--- config.mk ---
export PLATFORM = sky130hd
export DESIGN_NAME = ppp_view
export DESIGN_NICKNAME = d
export VERILOG_FILES = /design/src/hw/rtl/assert_macros.svh /design/src/hw/rtl/ppp_pkg.sv /design/src/hw/rtl/ppp_view.sv
export SDC_FILE = /design/constraint.sdc
export NUM_CORES = 2
export LEC_CHECK = 0
export BUFFER_PORTS_ARGS = -buffer_cell sky130_fd_sc_hd__buf_4
export CAP_MARGIN = 20
export CORE_MARGIN = 2
export CORE_UTILIZATION = 55
export CTS_CLUSTER_DIAMETER = 30
export CTS_CLUSTER_SIZE = 8
export DETAILED_ROUTE_END_ITERATION = 16
export HOLD_SLACK_MARGIN = 0.03
export PLACE_DENSITY = 0.72
export SYNTH_ARGS = -nofsm -noshare
export SYNTH_HDL_FRONTEND = slang
export SYNTH_SLANG_ARGS = --single-unit
--- constraint.sdc ---
create_clock -name clk -period 7.05 [get_ports clk]
set_input_delay 0.3525 -clock clk [delete_from_list [all_inputs] [get_ports clk]]
set_output_delay 0.3525 -clock clk [all_outputs]
set_load 0.03 [all_outputs]
--- src/hw/rtl/assert_macros.svh ---
// Assertion macros used by the top level of the point projector.
`ifndef ASSERT_MACROS_SVH
`define ASSERT_MACROS_SVH
`ifndef SYNTHESIS
`define PPP_ASSERT(label, prop) \
	label: assert property (@(posedge clk) disable iff (!arst_n) prop) \
	else $error("projector assertion failed");
`define PPP_ASSERT_ALWAYS(label, prop) \
	label: assert property (@(posedge clk) prop) \
	else $error("projector assertion failed");
`else
`define PPP_ASSERT(label, prop)
`define PPP_ASSERT_ALWAYS(label, prop)
`endif
`endif

--- src/hw/rtl/ppp_pkg.sv ---
// Shared types and constants of the perspective point projector.
package ppp_pkg;

	localparam int FRAC_BITS_DEF  = 16;
	localparam int WORD_WIDTH_DEF = 32;
	localparam int NSLOTS         = 12;

	localparam logic ACT_LOAD = 1'b0;
	localparam logic ACT_PROJ = 1'b1;

	localparam logic [2:0] REG_VIEW_LEFT   = 3'd0;
	localparam logic [2:0] REG_VIEW_TOP    = 3'd1;
	localparam logic [2:0] REG_VIEW_WIDTH  = 3'd2;
	localparam logic [2:0] REG_VIEW_HEIGHT = 3'd3;
	localparam logic [2:0] REG_W_THRESHOLD = 3'd4;

	typedef struct packed {
		logic               action;
		logic        [3:0]  coef_index;
		logic signed [31:0] coef_value;
		logic signed [31:0] point_x;
		logic signed [31:0] point_y;
		logic signed [31:0] point_z;
	} in_t;

	typedef struct packed {
		logic               on_screen;
		logic signed [31:0] screen_x;
		logic signed [31:0] screen_y;
	} out_t;

	typedef struct packed {
		logic valid;
		logic vis;
	} ctl_t;

endpackage

--- src/hw/rtl/ppp_view.sv ---
// Viewport mapping: scale, half offset, origin and 32-bit saturation.
module ppp_view #(
	parameter int FRAC_BITS  = ppp_pkg::FRAC_BITS_DEF,
	parameter int WORD_WIDTH = ppp_pkg::WORD_WIDTH_DEF
) (
	input  logic                         clk,
	input  logic                         arst_n,
	input  logic                         en,
	input  ppp_pkg::ctl_t                ctl,
	input  logic signed [WORD_WIDTH-1:0] ndc_x,
	input  logic signed [WORD_WIDTH-1:0] ndc_y,
	input  logic signed [15:0]           view_left,
	input  logic signed [15:0]           view_top,
	input  logic [13:0]                  view_width,
	input  logic [13:0]                  view_height,
	output logic                         valid,
	output ppp_pkg::out_t                result
);
	localparam int PW = WORD_WIDTH + 15;
	localparam int XW = ((PW > 17 + FRAC_BITS) ? PW : 17 + FRAC_BITS) + 2;
	localparam logic signed [XW-1:0] ONE =
		{{(XW - FRAC_BITS - 1){1'b0}}, 1'b1, {FRAC_BITS{1'b0}}};
	localparam logic signed [XW-1:0] HI32 = {{(XW - 31){1'b0}}, {31{1'b1}}};
	localparam logic signed [XW-1:0] LO32 = ~HI32;

	function automatic logic signed [31:0] sat32(input logic signed [XW-1:0] v);
		logic signed [XW-1:0] t;
		t = v;
		if (t > HI32) t = HI32;
		else if (t < LO32) t = LO32;
		return t[31:0];
	endfunction

	ppp_pkg::ctl_t        ctl_s1;
	logic signed [PW-1:0] px_s1, py_s1;
	logic                 valid_s2;
	ppp_pkg::out_t        res_s2;
	logic signed [XW-1:0] hx, hy, lx, ty, fx, fy;

	always_ff @(posedge clk or negedge arst_n) begin
		if (!arst_n) begin
			ctl_s1   <= '0;
			valid_s2 <= 1'b0;
		end else if (en) begin
			ctl_s1   <= ctl;
			valid_s2 <= ctl_s1.valid;
		end
	end

	assign hx = $signed(XW'({1'b0, view_width[13:1]})) <<< FRAC_BITS;
	assign hy = $signed(XW'({1'b0, view_height[13:1]})) <<< FRAC_BITS;
	assign lx = XW'(view_left) <<< FRAC_BITS;
	assign ty = XW'(view_top) <<< FRAC_BITS;
	assign fx = (XW'(px_s1) + ONE) >>> 1;
	assign fy = (XW'(py_s1) + ONE) >>> 1;

	always_ff @(posedge clk) begin
		if (en) begin
			px_s1 <= ndc_x * $signed({1'b0, view_width});
			py_s1 <= ndc_y * $signed({1'b0, view_height});
			if (ctl_s1.vis) begin
				res_s2.on_screen <= 1'b1;
				res_s2.screen_x  <= sat32(hx + fx + lx);
				res_s2.screen_y  <= sat32(hy - fy + ty);
			end else begin
				res_s2 <= '0;
			end
		end
	end

	assign valid  = valid_s2;
	assign result = res_s2;
endmodule

# == After elaboration in Yosys (flattened, before gate mapping) ==
# Cells that the tools add are included.
# word_totals
out_inout_bits,66
elab_cells,30
ff_bits,162
inputBits,129
# classes
n_bitwise,1
addsub,6
n_reduce_logical,2
n_mux,5
order_cmp,4
multipliers,2
# ops
op,count
2-to-1 mux 32 bit,4
adder 48 x 32 -> 49 bit,2
> comparator 49 x 32 -> 1 bit (second input constant),2
less-than comparator 49 x 32 -> 1 bit (second input constant),2
adder 47 x 18 -> 48 bit (second input constant),2
multiplier 32 x 15 -> 47 bit,2
2-to-1 mux 65 bit,1
adder 30 x 47 -> 48 bit,1
subtractor 30 x 47 -> 48 bit,1
OR reduction 2 bit,2
inverter 1 bit,1

# == Depth between registers and ports, before layout ==
# depth
word_depth,7
ltp_mapped,25
mapped_depth_nobuf,24

# == Worst setup path after synthesis ==
# Ideal clock, no wire load.
# synth_timing
path_kind,in2reg
from,in view_width[0]
to,"reg px_s1[42], data pin"
arrival_ns,6.329
cell_stages,23
required_time_ns,6.784
path_slack_ns,0.455
path_cell_list,clkbuf_1 -> and2_1 -> fa_1 -> inv_1 -> fa_1 -> inv_1 -> fa_1 -> inv_1 -> fa_1 -> inv_1 -> fa_1 -> inv_1 -> fa_1 -> inv_1 -> ha_1 -> and3_1 -> a32oi_1 -> o21ai_0 -> a2111oi_0 -> o31ai_1 -> a21oi_1 -> o221ai_1 -> xor2_1
# synth_between
elab_chain_len,1
# synth_lines
element,line,source
start: declaration,ppp_view.sv:14,"input logic [13:0] view_width,"
multiplier 32 x 15 -> 47 bit,ppp_view.sv:59,"px_s1 <= ndc_x * $signed({1'b0, view_width});"
end signal: assignment,ppp_view.sv:59,
end: declaration,ppp_view.sv:35,"logic signed [PW-1:0] px_s1, py_s1;"
# Every way passes these cells.
# A chain may end at the register's enable or synchronous reset.

# == Worst setup path after layout ==
# layout_timing
from,in view_height[0]
to,"reg py_s1[45], data pin"
# layout_between
elab_chain_len,1
# layout_lines
element,line,source
start: declaration,ppp_view.sv:15,"input logic [13:0] view_height,"
multiplier 32 x 15 -> 47 bit,ppp_view.sv:60,"py_s1 <= ndc_y * $signed({1'b0, view_height});"
end signal: assignment,ppp_view.sv:60,
end: declaration,ppp_view.sv:35,
# Every way passes these cells.

==> impl_metrics.csv <==
group,metric,value,unit
status,run_status,"finished, final reports clean",
floorplan,floorplan.die_area,80540,um2
clock_network,tritoncts_clock_tree,"built",
sta,timing_worst_slew_pin_value,1.010,ns
sta,achievable-frequency,0.1481,GHz
global_route,fraction_of_met1_tracks_used_by_global_routing,37.30,%
synth,ffs_latches_synth,160,
synth,synth_nets,5959,
global_route,use_met3,4.831,%
clock_network,clock_tree.htree_level_count,4,
sta,timing_hold_violations_final,0,
routing,routed_wire_length_per_instance,18.24,um
global_route,number_of_antenna_violations_at_the_first_check_in_global_routing,7,
synth,synth_ff_type,"edfxtp_1",
floorplan,floorplan.die.width,283.8,um
placement,detailed_place_hpwl,88.38,mm
global_route,wire_length_of_the_first_global_routing_pass,173.8,mm
synth,syn_inst,4666,
global_route,groute.usage.overall,27.14,%
clock_network,ctsResizeCount,0,
cells_and_area,final_core_utilization,59.75,%
floorplan,core-area,77470,um2
worst_setup_path,worst-path-max-fanout,17,
floorplan,die_height,283.8,um
cells_and_area,final_nets,6047,
global_route,grt_max_degree,82,
clock_network,clock-sinks,160,
sta,slew_headroom,32.65,%
clock_network,cts.root.buffer_cell,"clkbuf_16",
sta,maxSlewViolCount,0,
worst_setup_path,cp_data_required_time,7.27,ns
placement,post-place-cells,5774,
floorplan,ios,195,
routing,drtPass1Iterations,5,
sta,worst_clock_skew,0.01185,ns
synth,synth_seq_area_share,11.12,%
cells_and_area,drive_above_1_share,7.426,%
floorplan,core.rowCount,102,
synth,share_of_flip_flops_with_an_asynchronous_set_or_reset,1.875,%
synth,number_of_enable_flip_flop_cells_after_synthesis,157,
sta,setup_viol_count_final,0,
clock_network,clkSlewWorstSetupHoldPaths,0.06,ns
clock_network,cts_buffers,17,
worst_hold_path,min_path_type,"in -> reg",
sta,final.min_clock_period,6.750,ns
clock_network,clkLatencyLatePin,0.48,ns
routing,drt.antenna.violating_nets,0,
global_route,first_global_vias,33180,
floorplan,start_util,55.58,%
cells_and_area,area_delta_synth_final,7.497,%
global_route,global_routing_met2_resource_utilization,43.72,%
clock_network,clock_tree_buffer_depth,2,
routing,drt_first_iter_violations,2012,
routing,wirelength,106.0,mm
routing,via_count,32090,
worst_setup_path,timing.critical_path.to_type,"flop",
cells_and_area,final_cells,5813,
synth,netlist_area_before_placement,43060,um2
sta,grt_setup_unrepaired,"no",
routing,drc_errors,0,
global_route,global_route_hottest_layer,"met2",
worst_setup_path,timing.setup.critical_path_class,"in -> reg",
routing,route.detailed.vias_per_inst,5.521,
global_route,globalRouteOverflowTotal,0,
synth,postSynthAreaPerCell,9.228,um2
worst_setup_path,crit_path_start_kind,"input port",
run,timing.max_cap.violations,0,
placement,numPortBuffers,194,
sta,share_of_the_clock_period_used_by_the_worst_path_after_layout,95.75,%
placement,gpl.final_weighted_congestion,0.9257,
worst_setup_path,crit_path_dat,6.97,ns
synth,synth_warnings,0,
synth,synthDistinctLibCells,84,
-- layout by cell type, fill, tap and decap left out, types with 6 or more instances in the layout --
cell       instances
o21a_1            28
o21ai_0           81
o22ai_2           13
nand2b_1          18
o31ai_1            7
nor2b_1           18
or3_1             20
nor2_1            95
a2111oi_0         10
or2_2              7
and4_1            10
a21o_1            98
a21oi_1          141
a31oi_1           16
o22ai_1           20
edfxtp_1         157
diode_2            6
and3_1            37
a211o_1            6
o21bai_1          25
nand4_1           30
xor2_1            70
a311oi_1           8
nor3_1            37
a211oi_1          22
xnor2_1          132
nand2_1          540
and2_1           494
o2111ai_1          7
nor4_1            15
fa_1             847
nand3_1           67
o211ai_1          19
inv_1            934
buf_4            275
clkbuf_16         17
ha_1             317
-- routing by layer --
| layer | share of wire [%] | wire length (um) | vias up |
|---|---|---|---|
| li1 | - | - | 14760 |
| met1 | 43 | 45560 | 16120 |
| met2 | 47 | 50260 | 1040 |
| met3 | 6.5 | 6925 | 174 |
| met4 | 3.1 | 3254 | 2 |
| met5 | 0.011 | 12 | - |
-- critical path: stages --
cell	delay, ns
buf_4	0.18
and2_1	0.17
fa_1	0.53
inv_1	0.05
fa_1	0.53
inv_1	0.05
fa_1	0.50
fa_1	0.52
fa_1	0.54
inv_1	0.05
fa_1	0.53
inv_1	0.04
ha_1	0.36
and4_1	0.30
nand4_1	0.12
nor3_1	0.35
nor4_1	0.13
buf_4	0.16
o41a_1	0.40
o21ai_0	0.24
buf_4	0.16
buf_4	0.12
a21oi_1	0.08
o211ai_1	0.25
a21oi_1	0.12
xnor2_1	0.13
-- cell families after synthesis --
logic type	after synthesis	synth area share, %
simple gates	1427	17.08
compound gates	565	8.924
flops	160	11.12
buf+inv	1143	10.04
xor+xnor	202	4.109
mux	5	0.1308
fa+ha+maj	1164	48.59
-- area by class of cell --
cell class	count	area (um2)
tap	1040	1301
sequential	160	4790
multi-input combinational	3363	33980
inverter	934	3506
fill	6675	31180
clock buffer	18	429.2
antenna	6	15.01
clock inverter	14	153.9
timing repair buffer	278	2106
-- state kept, by name (all words and copies together), names as in the netlist --
name	cells
ctl_s1	2
px_s1	46
py_s1	46
result	65
valid	1
-- cells in the mapped netlist, types with 19 or more instances --
master | count | area (um2)
a21o_1 | 98 | 735.7
nand4_1 | 30 | 187.7
fa_1 | 847 | 16960
ha_1 | 317 | 3966
clkbuf_1 | 198 | 743.2
o211ai_1 | 19 | 142.6
edfxtp_1 | 157 | 4715
xor2_1 | 70 | 613.1
xnor2_1 | 132 | 1156
o21a_1 | 28 | 210.2
nor3_1 | 37 | 185.2
or3_1 | 20 | 125.1
o21bai_1 | 25 | 187.7
and3_1 | 37 | 231.5
nand2_1 | 540 | 2027
o22ai_1 | 20 | 125.1
inv_1 | 934 | 3506
nand3_1 | 67 | 335.3
a211oi_1 | 22 | 165.2
and2_1 | 494 | 3090
nor2_1 | 95 | 356.6
o21ai_0 | 81 | 405.4
a21oi_1 | 141 | 705.7
-- final timing paths --
path / end / slack (ns) / startpoint / cells after the start
worst min-delay path: ctl_s1[1] / 0.11 / ctl[1] / 2
worst min register to register: valid / 0.50 / ctl_s1[1] / 1
worst max register to register: result[56] / 0.98 / px_s1[16] / 20
worst max-delay path: py_s1[45] / 0.30 / view_height[0] / 26
max in group asynchronous: valid / 6.75 / arst_n / 2
min in group asynchronous: ctl_s1[0] / 0.21 / arst_n / 2
-- what timing repair did --
action,in CTS,in global routing
setup buffers,0,0
hold buffers,1,0
hold endpoints to repair,3,0
-- stage by stage --
stage | instance area, um2 | setup TNS (ns) | setup WS [ns] | hold WS [ns]
3_5_place_dp | 45680 | -0.2013 | -0.1602 | 0.1444
2_1_floorplan | 43060 | 0 | 0.4546 | 0.05691
5_1_grt | 46280 | 0 | 0.06412 | 0.1014
3_3_place_gp | 45680 | -0.06146 | -0.04702 | 0.1425
4_1_cts | 46270 | 0 | 0.3629 | 0.08947
6_report | 46280 | 0 | 0.2996 | 0.1134
Power is left out: the tool's default activity adds up to more than one toggle a clock period on the data nets, which glitch-free logic cannot reach.
